**src/rtl/core/jet_pkg.sv**
```systemverilog
// Shared types and constants for the Julia escape-time iterator.
package jet_pkg;

  // Width of one multiplier digit handled by a single cell.
  localparam int DIGIT_W = 16;

  // Integer bits of the coordinate format; the rest are fraction bits.
  localparam int INT_BITS = 6;

  localparam int ITER_W = 8;
  localparam int CFG_INDEX_W = 2;

  // Configuration register indexes.
  localparam logic [CFG_INDEX_W-1:0] REG_C_REAL = 2'd0;
  localparam logic [CFG_INDEX_W-1:0] REG_C_IMAG = 2'd1;
  localparam logic [CFG_INDEX_W-1:0] REG_MAX_ITER = 2'd2;

  // Reset values, given in the 32-bit Q6.26 format.
  localparam logic signed [31:0] C_REAL_RESET_Q26 = 32'sd33554432;
  localparam logic signed [31:0] C_IMAG_RESET_Q26 = 32'sd20132659;
  localparam logic [ITER_W-1:0] MAX_ITER_RESET = 8'd100;

  typedef enum logic [2:0] {
    ST_IDLE = 3'b001,
    ST_BUSY = 3'b010,
    ST_HOLD = 3'b100
  } state_t;

  // Status handed from the post-processing stages to the controller.
  typedef struct packed {
    logic valid;
    logic esc;
  } post_status_t;

endpackage

```
**src/rtl/core/jet_cell.sv**
```systemverilog
// One multiplier cell: adds one digit's partial products for x*x, y*y and x*y.
module jet_cell #(
  parameter int W = 32,
  parameter int IDX = 0,
  parameter int NCELL = 2
) (
  input  logic                  clk,
  input  logic                  rst,
  input  logic                  in_valid,
  input  logic signed [W-1:0]   in_x,
  input  logic signed [W-1:0]   in_y,
  input  logic signed [2*W-1:0] in_xx,
  input  logic signed [2*W-1:0] in_yy,
  input  logic signed [2*W-1:0] in_xy,
  output logic                  out_valid,
  output logic signed [W-1:0]   out_x,
  output logic signed [W-1:0]   out_y,
  output logic signed [2*W-1:0] out_xx,
  output logic signed [2*W-1:0] out_yy,
  output logic signed [2*W-1:0] out_xy
);
  import jet_pkg::*;

  localparam int DW = NCELL * DIGIT_W;
  localparam int ACC = 2 * W;
  localparam int SH = IDX * DIGIT_W;
  localparam int PW = W + DIGIT_W + 1;

  logic signed [DW-1:0]      x_ext;
  logic signed [DW-1:0]      y_ext;
  logic [DIGIT_W-1:0]        dx;
  logic [DIGIT_W-1:0]        dy;
  logic signed [DIGIT_W:0]   sdx;
  logic signed [DIGIT_W:0]   sdy;
  logic signed [PW-1:0]      pxx;
  logic signed [PW-1:0]      pyy;
  logic signed [PW-1:0]      pxy;
  logic signed [ACC-1:0]     txx;
  logic signed [ACC-1:0]     tyy;
  logic signed [ACC-1:0]     txy;

  assign x_ext = DW'(in_x);
  assign y_ext = DW'(in_y);
  assign dx = x_ext[SH +: DIGIT_W];
  assign dy = y_ext[SH +: DIGIT_W];

  // Only the most significant digit carries the sign of the operand.
  assign sdx = (IDX == NCELL - 1) ? {dx[DIGIT_W-1], dx} : {1'b0, dx};
  assign sdy = (IDX == NCELL - 1) ? {dy[DIGIT_W-1], dy} : {1'b0, dy};

  assign pxx = PW'(in_x * sdx);
  assign pyy = PW'(in_y * sdy);
  assign pxy = PW'(in_x * sdy);

  assign txx = ACC'(pxx) <<< SH;
  assign tyy = ACC'(pyy) <<< SH;
  assign txy = ACC'(pxy) <<< SH;

  always_ff @(posedge clk) begin
    if (rst) begin
      out_valid <= 1'b0;
    end else begin
      out_valid <= in_valid;
    end
  end

  always_ff @(posedge clk) begin
    out_x <= in_x;
    out_y <= in_y;
    out_xx <= in_xx + txx;
    out_yy <= in_yy + tyy;
    out_xy <= in_xy + txy;
  end

endmodule

```
**config.mk**
```make
export PLATFORM = sky130hd
export DESIGN_NAME = jet_cell
export DESIGN_NICKNAME = d
export VERILOG_FILES = /design/src/rtl/core/jet_pkg.sv /design/src/rtl/core/jet_cell.sv
export SDC_FILE = /design/constraint.sdc
export NUM_CORES = 2
export LEC_CHECK = 0
export BUFFER_PORTS_ARGS = -buffer_cell sky130_fd_sc_hd__buf_4
export CAP_MARGIN = 20
export CORE_MARGIN = 10
export CORE_UTILIZATION = 54
export CTS_CLUSTER_SIZE = 8
export DETAILED_ROUTE_END_ITERATION = 16
export HOLD_SLACK_MARGIN = 0.08
export PLACE_DENSITY = 0.78
export SYNTH_ARGS = -nofsm -noshare
export SYNTH_HDL_FRONTEND = slang
export SYNTH_SLANG_ARGS = --single-unit
```
**constraint.sdc**
```tcl
create_clock -name clk -period 14.6 [get_ports clk]
set_input_delay 2.92 -clock clk [delete_from_list [all_inputs] [get_ports clk]]
set_output_delay 2.92 -clock clk [all_outputs]
set_load 0.02 [all_outputs]
```
## Word level (Yosys, flattened, before mapping)

Cells that the tools add are included.
W data, S select, Z words.

| word-level totals | value |
|---|---|
| bits in registers | 257 |
| memories kept | 0 |
| ROM bits | 0 |
| bits in writable memories | 0 |
| input bits | 259 |
| latch bits | 0 |

| cells by class | value |
|---|---|
| equal/unequal tests | 0 |
| multipliers | 3 |
| bitwise logic cells | 0 |
| reductions and logical operators | 0 |
| divide/modulo/power cells | 0 |
| $add $sub $neg | 3 |
| multiplexer cells | 0 |
| magnitude comparators | 0 |
| shift-type cells | 0 |

Operator list:

| cell | count |
|---|---|
| $add A64 B49 Y64 | 3 |
| $mul A32 B17 Y49 | 3 |

## Longest topological paths before layout

| depth | value |
|---|---|
| depth after elaboration | 2 |
| gate-level depth with buffers | 28 |
| depth with buffers taken out | 26 |

## Least setup slack after synthesis

No wires, ideal clock.

| path | value |
|---|---|
| path type | input to register |
| from | in in_y[0] |
| to | reg out_yy[60] |
| arrival | 9.549 ns |
| cell stages on the path | 24 |
| path slack | 4.962 ns |
| cell sequence | clkbuf_1 > clkbuf_1 > nand2_1 > fa_1 > inv_1 > fa_1 > fa_1 > fa_1 > inv_1 > fa_1 > inv_1 > ha_1 > clkbuf_1 > a21oi_1 > o21bai_1 > a21oi_1 > nor2_1 > nor3_1 > o21ai_0 > a21oi_2 > o221a_4 > a31o_4 > o311a_1 > a311oi_2 |

| between the ends | value |
|---|---|
| cells in the longest elaborated chain, start to end | 2 |

RTL lines:

| what | line | source |
|---|---|---|
| start: declaration | jet_cell.sv:11 | `input logic signed [W-1:0] in_y,` |
| $mul A32 B17 Y49 | jet_cell.sv:52 | `assign pyy = PW'(in_y * sdy);` |
| $add A64 B49 Y64 | jet_cell.sv:71 | `out_yy <= in_yy + tyy;` |
| end signal: assignment | jet_cell.sv:71 |  |
| end: declaration | jet_cell.sv:19 | `output logic signed [2*W-1:0] out_yy,` |

No other way between the ends.
A chain may end at the register's enable or synchronous reset.

## Worst setup path after layout

| path | value |
|---|---|
| from | in in_y[12] |
| to | reg out_yy[61] |

The elaborated chain is that of the path after synthesis.

==> flow_summary.yaml <==
route:
  vias: 51900
  viasPerCell: 5.22
  wirelength_um: 183000
  ant_nets: 0
  dr.pass1.iters: 7
  drt_iter0_markers: 3218
  drt-wirelength-per-cell_um: 18.4
  drc: 0
worst_setup_path:
  path_max_fanout: 60
  cp-start-kind: "input port"
  critPathArrivalTime_ns: 10.48
  required_ns: 15.08
  crit_path_end_kind: "flop"
  critPathKind: "in -> reg"
hold_path:
  min_to: "out_valid"
  min_from: "rst"
  min_path_type: "in -> reg"
  hold_depth: 2
clock_network:
  htreeDepth: 2
  cts_tree: "built"
  cts_setup_buffers: 0
  cts.sinks: 257
  ctsRootBufferMaster: "clkbuf_16"
  cts.repair.resized: 0
  cts_hold_buffers: 0
  clk_pin_slew_ns: 0.05
  cts_max_path_buffers: 3
  numCtsBuffers: 40
logic_synthesis:
  synth.top_cell.area_share: 0.499
  postSynthNetCount: 10400
  syn_area_sq_um: 72200
  synth_edf_count: 0
  syn_inst: 7893
  synth_area_leaders: "fa_1 50%, inv_1 13%, ha_1 7.7%, dfxtp_1 7.1%, and2_1 5.7%"
  synth_common_cells: "2,514 x inv_1, 1,799 x fa_1, 727 x nand2_1, 661 x and2_1, 445 x ha_1"
  synth_warnings: 0
  yosys.area.top_type: "fa_1"
  syn_avg_cell_area_sq_um: 9.14
  netlist-cell-type-count: 76
  yosysMostFrequentCell: "inv_1"
  ys.flop_type: "dfxtp_1"
  ys_async_sr_fraction: 0
  yosys_register_bits: 257
  synth_seq_area_share: 0.0713
floorplanning:
  rows: 134
  io_pins: 516
  die_y_um: 386
  initial_core_util: 0.542
  die_area_sq_um: 149000
  core_region_area_sq_um: 133000
  die_w_um: 386
global_routing:
  grt_max_degree: 68
  grt.total_usage: 0.256
  antenna_found_initial: 8
  gr-total-overflow: 0
  grt_pass1_vias: 58900
  grt_pass1_wl_um: 301000
timing:
  hold_ws_ns: 2.45
  post-route-min-period_ns: 10.0
  setup_tns_ns: 0
  worst_pin_slew_ns: 0.989
  slew_viol_final: 0
  finalSetupViolCount: 0
  fin_ws_ns: 4.60
  rsz0062_at_grt: "no"
  hold_viol_final: 0
  min_period_over_period: 0.685
  max_freq_mhz: 100
  relSlewSlack: 0.341
finish:
  drive_gt1_frac: 0.0795
  area_growth_syn_to_layout_pct: 8.63
  fin_nets: 10700
  fill_cells: 11400
  finalCoreUtilization: 0.589
placed_design:
  post-dp-hpwl_um: 149000
  place_ws_ns: 4.14
  gp_congestion: 0.901
  io_buffer_count: 515
flow_run:
  max-cap-violations: 0
outcome:
  status: "finished, final reports clean"
## registers in the layout, summed over array words and instances (netlist names)
signal and flops:
out_y 32, out_valid 1, out_xx 64, out_x 32, out_xy 64, out_yy 64
## cell type report
class	instances	area (sq um)	area share
clock buffer	46	1050	0.0135
multi-input combinational	4814	56400	0.720
timing repair buffer	536	4040	0.0515
tap	1768	2210	0.0282
clock inverter	7	73.8	0.000942
antenna	2	5.00	0.0000638
sequential	257	5140	0.0656
inverter	2516	9440	0.120
## worst max-delay path: stages
cell	delay, ns
buf_4	0.60
clkinv_1	0.61
nor2_1	0.32
ha_1	0.30
a31o_2	0.26
fa_1	0.47
fa_1	0.46
fa_1	0.48
fa_1	0.49
inv_1	0.05
fa_1	0.47
inv_1	0.04
ha_1	0.34
a21oi_1	0.22
nor2b_1	0.07
o21a_1	0.18
or4_1	0.51
o211ai_1	0.33
a31oi_1	0.27
a211oi_1	0.49
o31a_1	0.25
o21ai_1	0.10
xor2_1	0.15
## how the worst max path moves through the flow
stage	start	end	slack, ns
floorplan	in_y[0]	out_yy[60]	4.96
detailed placement	in_y[12]	out_yy[61]	4.14
global placement	in_y[12]	out_yy[57]	4.22
global route	in_y[12]	out_yy[61]	4.27
finish	in_y[12]	out_yy[61]	4.60
CTS	in_y[12]	out_yy[61]	4.76
## cell families after synthesis
| family | after synthesis | share of synthesized area |
|---|---|---|
| AOI/OAI and AO/OA | 598 | 0.0557 |
| xor gates and xnor gates | 251 | 0.0305 |
| adders and majority gates | 2250 | 0.577 |
| buffers and inverters | 2822 | 0.147 |
| DFF | 257 | 0.0713 |
| and+or+nand+nor | 1715 | 0.119 |
## stage by stage
step,cells,cell area [sq um]
2_1_floorplan,7893,72200
3_3_place_gp,9890,77200
3_5_place_dp,9890,77200
4_1_cts,9943,78400
5_1_grt,9944,78400
6_report,9946,78400
## layer usage
metal | GRT usage | vias up | share of wire
met5 | 0 | - | 0.00019
met4 | 0.104 | 6 | 0.043
met3 | 0.0422 | 408 | 0.072
met2 | 0.444 | 1827 | 0.50
met1 | 0.316 | 26700 | 0.38
li1 | - | 22900 | -
## placed cells by master (no fill, tap or decap), types with 8 or more instances in the layout
cell / count
nand2_1: 724
and3_1: 14
ha_1: 445
a31oi_1: 21
clkbuf_16: 41
o21ai_1: 21
nand4_1: 35
o21a_1: 18
o21bai_1: 22
a21o_1: 109
o21ai_0: 91
a211oi_1: 9
dfxtp_1: 257
nand3_1: 41
nor2_1: 119
nor2b_1: 35
buf_4: 535
or2_2: 8
xor2_1: 91
a21oi_1: 198
o211ai_1: 9
a31o_2: 15
and2_1: 661
fa_1: 1799
nand2b_1: 27
xnor2_1: 160
inv_1: 2514
nor3_1: 26
Power is left out: the tool's default activity adds up to more than one toggle a clock period on the data nets, which glitch-free logic cannot reach.
