[config.mk]
export PLATFORM = sky130hd
export DESIGN_NAME = jet_post
export DESIGN_NICKNAME = d
export VERILOG_FILES = /design/src/rtl/core/jet_pkg.sv /design/src/rtl/core/jet_post.sv
export SDC_FILE = /design/constraint.sdc
export NUM_CORES = 1
export LEC_CHECK = 0
export BUFFER_PORTS_ARGS = -buffer_cell sky130_fd_sc_hd__buf_2
export CORE_ASPECT_RATIO = 0.5
export CORE_MARGIN = 2
export CORE_UTILIZATION = 57
export DETAILED_ROUTE_END_ITERATION = 10
export HOLD_SLACK_MARGIN = 0.03
export PLACE_DENSITY = 0.91
export SYNTH_ARGS = -nofsm -noshare
export SYNTH_HDL_FRONTEND = slang
export SYNTH_SLANG_ARGS = --single-unit
[constraint.sdc]
create_clock -name clk -period 5.4 [get_ports clk]
set_input_delay 1.08 -clock clk [delete_from_list [all_inputs] [get_ports clk]]
set_output_delay 1.08 -clock clk [all_outputs]
set_load 0.005 [all_outputs]
[src/rtl/core/jet_pkg.sv]
// Shared types and constants for the Julia escape-time iterator.
package jet_pkg;

  // Width of one multiplier digit handled by a single cell.
  localparam int DIGIT_W = 16;

  // Integer bits of the coordinate format; the rest are fraction bits.
  localparam int INT_BITS = 6;

  localparam int ITER_W = 8;
  localparam int CFG_INDEX_W = 2;

  // Configuration register indexes.
  localparam logic [CFG_INDEX_W-1:0] REG_C_REAL = 2'd0;
  localparam logic [CFG_INDEX_W-1:0] REG_C_IMAG = 2'd1;
  localparam logic [CFG_INDEX_W-1:0] REG_MAX_ITER = 2'd2;

  // Reset values, given in the 32-bit Q6.26 format.
  localparam logic signed [31:0] C_REAL_RESET_Q26 = 32'sd33554432;
  localparam logic signed [31:0] C_IMAG_RESET_Q26 = 32'sd20132659;
  localparam logic [ITER_W-1:0] MAX_ITER_RESET = 8'd100;

  typedef enum logic [2:0] {
    ST_IDLE = 3'b001,
    ST_BUSY = 3'b010,
    ST_HOLD = 3'b100
  } state_t;

  // Status handed from the post-processing stages to the controller.
  typedef struct packed {
    logic valid;
    logic esc;
  } post_status_t;

endpackage

[src/rtl/core/jet_post.sv]
// Rescales the full products and forms x*x - y*y, 2xy + c_imag and the escape test.
module jet_post #(
  parameter int W = 32
) (
  input  logic                  clk,
  input  logic                  rst,
  input  logic                  in_valid,
  input  logic signed [2*W-1:0] in_xx,
  input  logic signed [2*W-1:0] in_yy,
  input  logic signed [2*W-1:0] in_xy,
  input  logic signed [W-1:0]   c_imag,
  output jet_pkg::post_status_t st,
  output logic signed [W-1:0]   x_diff,
  output logic signed [W-1:0]   y_next
);
  import jet_pkg::*;

  localparam int ACC = 2 * W;
  localparam int FRAC = W - INT_BITS;
  localparam logic signed [W-1:0] SMAX = {1'b0, {(W-1){1'b1}}};
  localparam logic signed [W-1:0] SMIN = {1'b1, {(W-1){1'b0}}};
  localparam logic signed [ACC-1:0] SMAX_ACC = ACC'(SMAX);
  localparam logic signed [ACC-1:0] SMIN_ACC = ACC'(SMIN);
  localparam logic signed [W-1:0] FOUR = W'(64'd1 << (W - 4));

  function automatic logic signed [W-1:0] sat_acc(input logic signed [ACC-1:0] v);
    if (v > SMAX_ACC) begin
      sat_acc = SMAX;
    end else if (v < SMIN_ACC) begin
      sat_acc = SMIN;
    end else begin
      sat_acc = v[W-1:0];
    end
  endfunction

  function automatic logic signed [W-1:0] sat_sum(input logic signed [W:0] s);
    if (s[W] != s[W-1]) begin
      sat_sum = s[W] ? SMIN : SMAX;
    end else begin
      sat_sum = s[W-1:0];
    end
  endfunction

  logic                  v1;
  logic                  st_valid;
  logic                  st_esc;
  logic signed [W-1:0]   xx1;
  logic signed [W-1:0]   yy1;
  logic signed [W-1:0]   xy1;
  logic signed [ACC-1:0] xx_sh;
  logic signed [ACC-1:0] yy_sh;
  logic signed [ACC-1:0] xy_sh;
  logic signed [W:0]     diff_s;
  logic signed [W:0]     mag_s;
  logic signed [W:0]     ny_s;
  logic signed [W-1:0]   mag;

  // An arithmetic shift floors, as the number format requires.
  // The cross term shifts one place less, which doubles it exactly.
  assign xx_sh = in_xx >>> FRAC;
  assign yy_sh = in_yy >>> FRAC;
  assign xy_sh = in_xy >>> (FRAC - 1);

  always_ff @(posedge clk) begin
    xx1 <= sat_acc(xx_sh);
    yy1 <= sat_acc(yy_sh);
    xy1 <= sat_acc(xy_sh);
  end

  assign diff_s = (W+1)'(xx1) - (W+1)'(yy1);
  assign mag_s = (W+1)'(xx1) + (W+1)'(yy1);
  assign ny_s = (W+1)'(xy1) + (W+1)'(c_imag);
  assign mag = sat_sum(mag_s);

  always_ff @(posedge clk) begin
    x_diff <= sat_sum(diff_s);
    y_next <= sat_sum(ny_s);
    st_esc <= (mag > FOUR);
  end

  always_ff @(posedge clk) begin
    if (rst) begin
      v1 <= 1'b0;
      st_valid <= 1'b0;
    end else begin
      v1 <= in_valid;
      st_valid <= v1;
    end
  end

  assign st.valid = st_valid;
  assign st.esc = st_esc;

endmodule

Word-level counts from Yosys, hierarchy flattened
Cells that the tools add are included.

Add/sub/neg operators: 3. Order comparisons: 7. Equal/unequal tests: 3. Muxes and demuxes: 9.

Operator list (count): 2-to-1 mux 32 bit (9); > comparator 38 x 32 -> 1 bit (second input constant) (2); < comparator 38 x 32 -> 1 bit (second input constant) (2); adder 32 x 32 -> 33 bit (2); > comparator 39 x 32 -> 1 bit (second input constant) (1); < comparator 39 x 32 -> 1 bit (second input constant) (1); subtractor 32 x 32 -> 33 bit (1); > comparator 32 x 30 -> 1 bit (second input constant) (1); != test 1 bit (3).

Register bits: 163. Input bits: 227. Logic and storage cells: 30.

Longest topological paths before layout
Depth in word-level cells: 4. Mapped depth: 17.

Least setup slack after synthesis
OpenSTA, ideal clock, no wires.

Path type: input port to flip-flop. Start: input c_imag[0]. End: register y_next[4]. Setup time: 0.065 ns. Data arrival time: 3.594 ns. Slack: 1.741 ns. Cell stages on the path: 14. Cell sequence: ha_1 inv_1 fa_1 nor2b_1 o31ai_1 a211oi_1 o31a_1 and3b_1 o21ai_1 a41oi_1 a21oi_1 clkbuf_1 a22oi_1 nor2_1.

Cells in the longest elaborated chain, start to end: 3. Elaborated cells between the ends (all ways): 4.

Ends and longest elaborated chain: start: declaration (RTL line jet_post.sv:11) `input logic signed [W-1:0] c_imag,`; adder 32 x 32 -> 33 bit * (RTL line jet_post.sv:72) `assign ny_s = (W+1)'(xy1) + (W+1)'(c_imag);`; 2-to-1 mux 32 bit / != test 1 bit (equally long branches) (RTL line jet_post.sv:38, jet_post.sv:37); 2-to-1 mux 32 bit * (RTL line jet_post.sv:37) `if (s[W] != s[W-1]) begin`; end signal: assignment (RTL line jet_post.sv:77) `y_next <= sat_sum(ny_s);`; end: declaration (RTL line jet_post.sv:14) `output logic signed [W-1:0] y_next`.

Mark *: on every way between the ends. The rest lies on a longest branch, timed or not. A chain may end at the register's enable or synchronous reset.

Worst setup path in the final report
Start: input c_imag[0]. End: register y_next[17].

Same word-level chain as after synthesis.

==> results.py <==
metrics = {
    "status": {
        "status": "finished, final reports clean",
    },
    "pwr": {
        "combPwrFrac_pct": 34.4,
        "leakagePower_nw": 5.76,
        "p_per_area_nw_per_um2": 344,
        "vdd_drop_max_v": 0.000230,
        "switching_power_mw": 1.46,
        "p_clk_share_pct": 29.4,
        "power.internal_mw": 2.67,
        "seq_power_share_pct": 36.2,
        "swShare_pct": 35.4,
    },
    "setup_path": {
        "start_kind": "primary input",
        "path_class": "in2reg",
        "rr_endpoint": "st_esc",
        "path_max_fanout": 23,
        "r2r_start": "yy1[12]",
        "path_cells": "buf_2 -> ha_1 -> inv_1 -> fa_1 -> nor2b_1 -> o31ai_1 -> a211oi_1 -> o31a_1 -> and3b_1 -> o21ai_1 -> a41oi_1 -> a21oi_1 -> nand2_1 -> a21oi_1",
        "reg2reg_depth": 16,
        "r2r_slack_ns": 1.08,
        "cp.arrival_ns": 4.84,
        "endpoint_kind": "flop",
        "slowest_delay_ns": 0.66,
        "path_buf_inv": 2,
        "cpMostUsedCell": "a21oi_1",
        "cp_slowest_cell": "nand2_1",
        "crit_family": "compound AO/OA/AOI/OAI gates",
        "cp.required_ns": 5.75,
    },
    "timing": {
        "slew_violations": 0,
        "fmax_ghz": 0.223,
        "relSlewSlack_pct": 14.3,
        "tightest_slew_ns": 1.29,
        "timing.final.crit_share_pct": 83.1,
        "setup_viol": 0,
        "fin_setup_tns_ns": 0,
        "hold_viol_final": 0,
        "rsz0062_at_grt": "no",
        "final.setup_skew_ns": 0.0139,
        "period_needed_ns": 4.49,
    },
    "synthesis": {
        "synth-edff-count": 0,
        "synth.avg_cell_area_um2": 8.84,
        "synth_top_area_cell": "dfxtp_1",
        "ys_ff_latch": 163,
        "ys_seq_area_share_pct": 31.7,
        "netlist_instances": 1164,
        "synth_area_um2": 10300,
        "yosys.area.top_type_share_pct": 31.7,
        "ys_warn_count": 0,
        "synthFlopType": "dfxtp_1",
        "yosysMostFrequentCell": "dfxtp_1",
        "synth-async-reset-ratio_pct": 0,
        "synth_cell_types": 97,
        "synth_top_cells_by_area": "dfxtp_1, ha_1, a21o_1, a21oi_1, xnor2_1",
        "synth_nets": 1492,
        "synth_common_cells": "dfxtp_1, a21o_1, ha_1",
    },
    "grt": {
        "grt_pass1_wl_um": 45600,
        "grt.total_usage_pct": 29.1,
        "antenna_found_initial": 3,
        "grt_max_degree": 32,
        "grt_overflow_total": 0,
        "first_global_vias": 9351,
    },
    "detailed_routing": {
        "post_drt_wl_per_cell_um": 17.9,
        "first_pass_iters": 7,
        "via_per_inst": 5.97,
        "vias": 9482,
        "ant_nets": 0,
        "drc_errors": 0,
        "drt-initial-drc-count": 679,
        "wirelength_um": 28400,
    },
    "worst_hold_path": {
        "hp-start": "v1",
        "hold_path_end": "st_valid",
        "hold_depth": 1,
        "hp-class": "reg2reg",
    },
    "place": {
        "placed_cell_area_um2": 11400,
        "place_hpwl_um": 21200,
        "gp_congestion": 0.913,
        "portBuffers": 215,
    },
    "floorplan": {
        "die_h_um": 99.0,
        "fp.dieW_um": 194,
        "dieArea_um2": 19200,
        "core_um2": 17500,
        "ios": 293,
        "start_util_pct": 58.7,
        "row_count": 34,
    },
    "cells_and_area": {
        "layout-drive-gt1-share_pct": 24.1,
        "layout.area.seq_um2": 3260,
        "finalNetCount": 1669,
        "fill_cells": 1355,
        "multi_input_area_um2": 6410,
        "stdcell_area_um2": 12000,
        "area_growth_pct": 16.6,
    },
    "clock_network": {
        "insertion_delay_ns": 0.43,
        "cts_buffers": 17,
        "postCtsResizedCells": 0,
        "post-cts-setup-buffer-count": 0,
        "path_clk_slew_ns": 0.08,
        "clockBufferDepth": 2,
        "cts_tree": "yes",
        "h-tree-depth": 4,
        "cts.sinks": 163,
        "hold_buffers": 0,
        "cts_root_buf": "clkbuf_16",
    },
    "run": {
        "cap_violations": 0,
    },
}
==> flip-flops by register name, summed over array words and instances, names as in the netlist <==
signal,cells
x_diff,32
v1,1
y_next,32
st_valid,1
yy1,32
xx1,32
st_esc,1
xy1,32
==> metal layers <==
metal | vias to the layer above | track usage (%) | wire length, um
met5 | - | 0 | 27
met4 | 4 | 8.51 | 527
met3 | 53 | 7.26 | 2130
met2 | 383 | 50.4 | 13300
met1 | 4495 | 36.0 | 12500
li1 | 4547 | - | -
==> power groups by stage <==
stage               clock network, mW  logic, mW  registers (mW)
floorplan                           0      0.933            1.53
global placement                    0       1.35            1.52
detailed placement                  0       1.39            1.52
CTS                              1.22       1.40            1.50
global route                     1.27       1.55            1.51
finish                           1.21       1.42            1.50
==> placed cells by master, fill, tap and decap left out, types with 5 or more instances in the layout <==
cell type and instances:
a211oi_1 9, a21o_1 99, a21oi_1 88, a31oi_1 10, and3_1 8, buf_2 215
buf_4 10, clkbuf_16 17, dfxtp_1 163, ha_1 98, inv_1 74, inv_8 5
maj3_1 7, maj3_2 8, mux2i_1 7, nand2_1 37, nand2b_1 16, nand3_1 13
nand4_1 10, nor2_1 69, nor2b_1 16, nor3_1 31, nor4_1 18, o21a_1 45
o21ai_0 31, o21ai_1 14, o21ai_2 23, o21bai_1 9, o31a_1 7, o31ai_1 18
or2_2 6, xnor2_1 45, xor2_1 15
==> logic make-up after synthesis <==
family                     Yosys count  synth area share [%]
adders and majority gates          116                  14.1
buffers and inverters              145                  6.20
DFF                                163                  31.7
and+or+nand+nor                    249                  12.6
AOI/OAI and AO/OA                  420                  29.0
xor gates and xnor gates            61                  5.38
muxes                               10                  1.05
==> worst reg2reg max path, cell delays in order (launching register included) <==
cell and delay, ns:
dfxtp_1 0.34, inv_1 0.05, ha_1 0.54, inv_1 0.19, a21oi_1 0.26, o31ai_1 0.15
a221oi_1 0.54, nand3_2 0.21, a21oi_2 0.26, o21bai_1 0.09, a21oi_1 0.26, mux2_1 0.37
nand2_1 0.09, ha_1 0.24, a2111oi_0 0.31, and3_1 0.23, a2111oi_2 0.07
==> layout make-up <==
type	count	area share, %
Clock inverter	13	1.11
Sequential cell	163	27.2
Clock buffer	19	3.78
Multi-Input combinational cell	856	53.4
Inverter	78	2.44
Antenna cell	1	0.0209
Tap cell	234	2.44
Timing Repair Buffer	225	9.60
==> per-stage QoR <==
stage	cells	power (mW)	setup WS (ns)	utilization, %	hold slack, ns
floorplan	1164	2.46	1.74	-	0.414
global placement	1556	2.87	0.737	65.1	0.418
detailed placement	1556	2.91	0.525	65.1	0.427
CTS	1588	4.12	1.01	68.4	0.450
global route	1588	4.33	0.580	68.4	0.483
finish	1589	4.13	0.913	68.4	0.443
==> worst max-delay path by stage <==
stage / start / endpoint / cells past startpoint
floorplan: c_imag[0] / y_next[4] / 14
global placement: c_imag[0] / y_next[1] / 14
detailed placement: c_imag[0] / y_next[12] / 14
CTS: c_imag[0] / y_next[12] / 14
global route: c_imag[0] / y_next[24] / 14
finish: c_imag[0] / y_next[17] / 14
No activity file was read; power rests on OpenSTA's default activity.
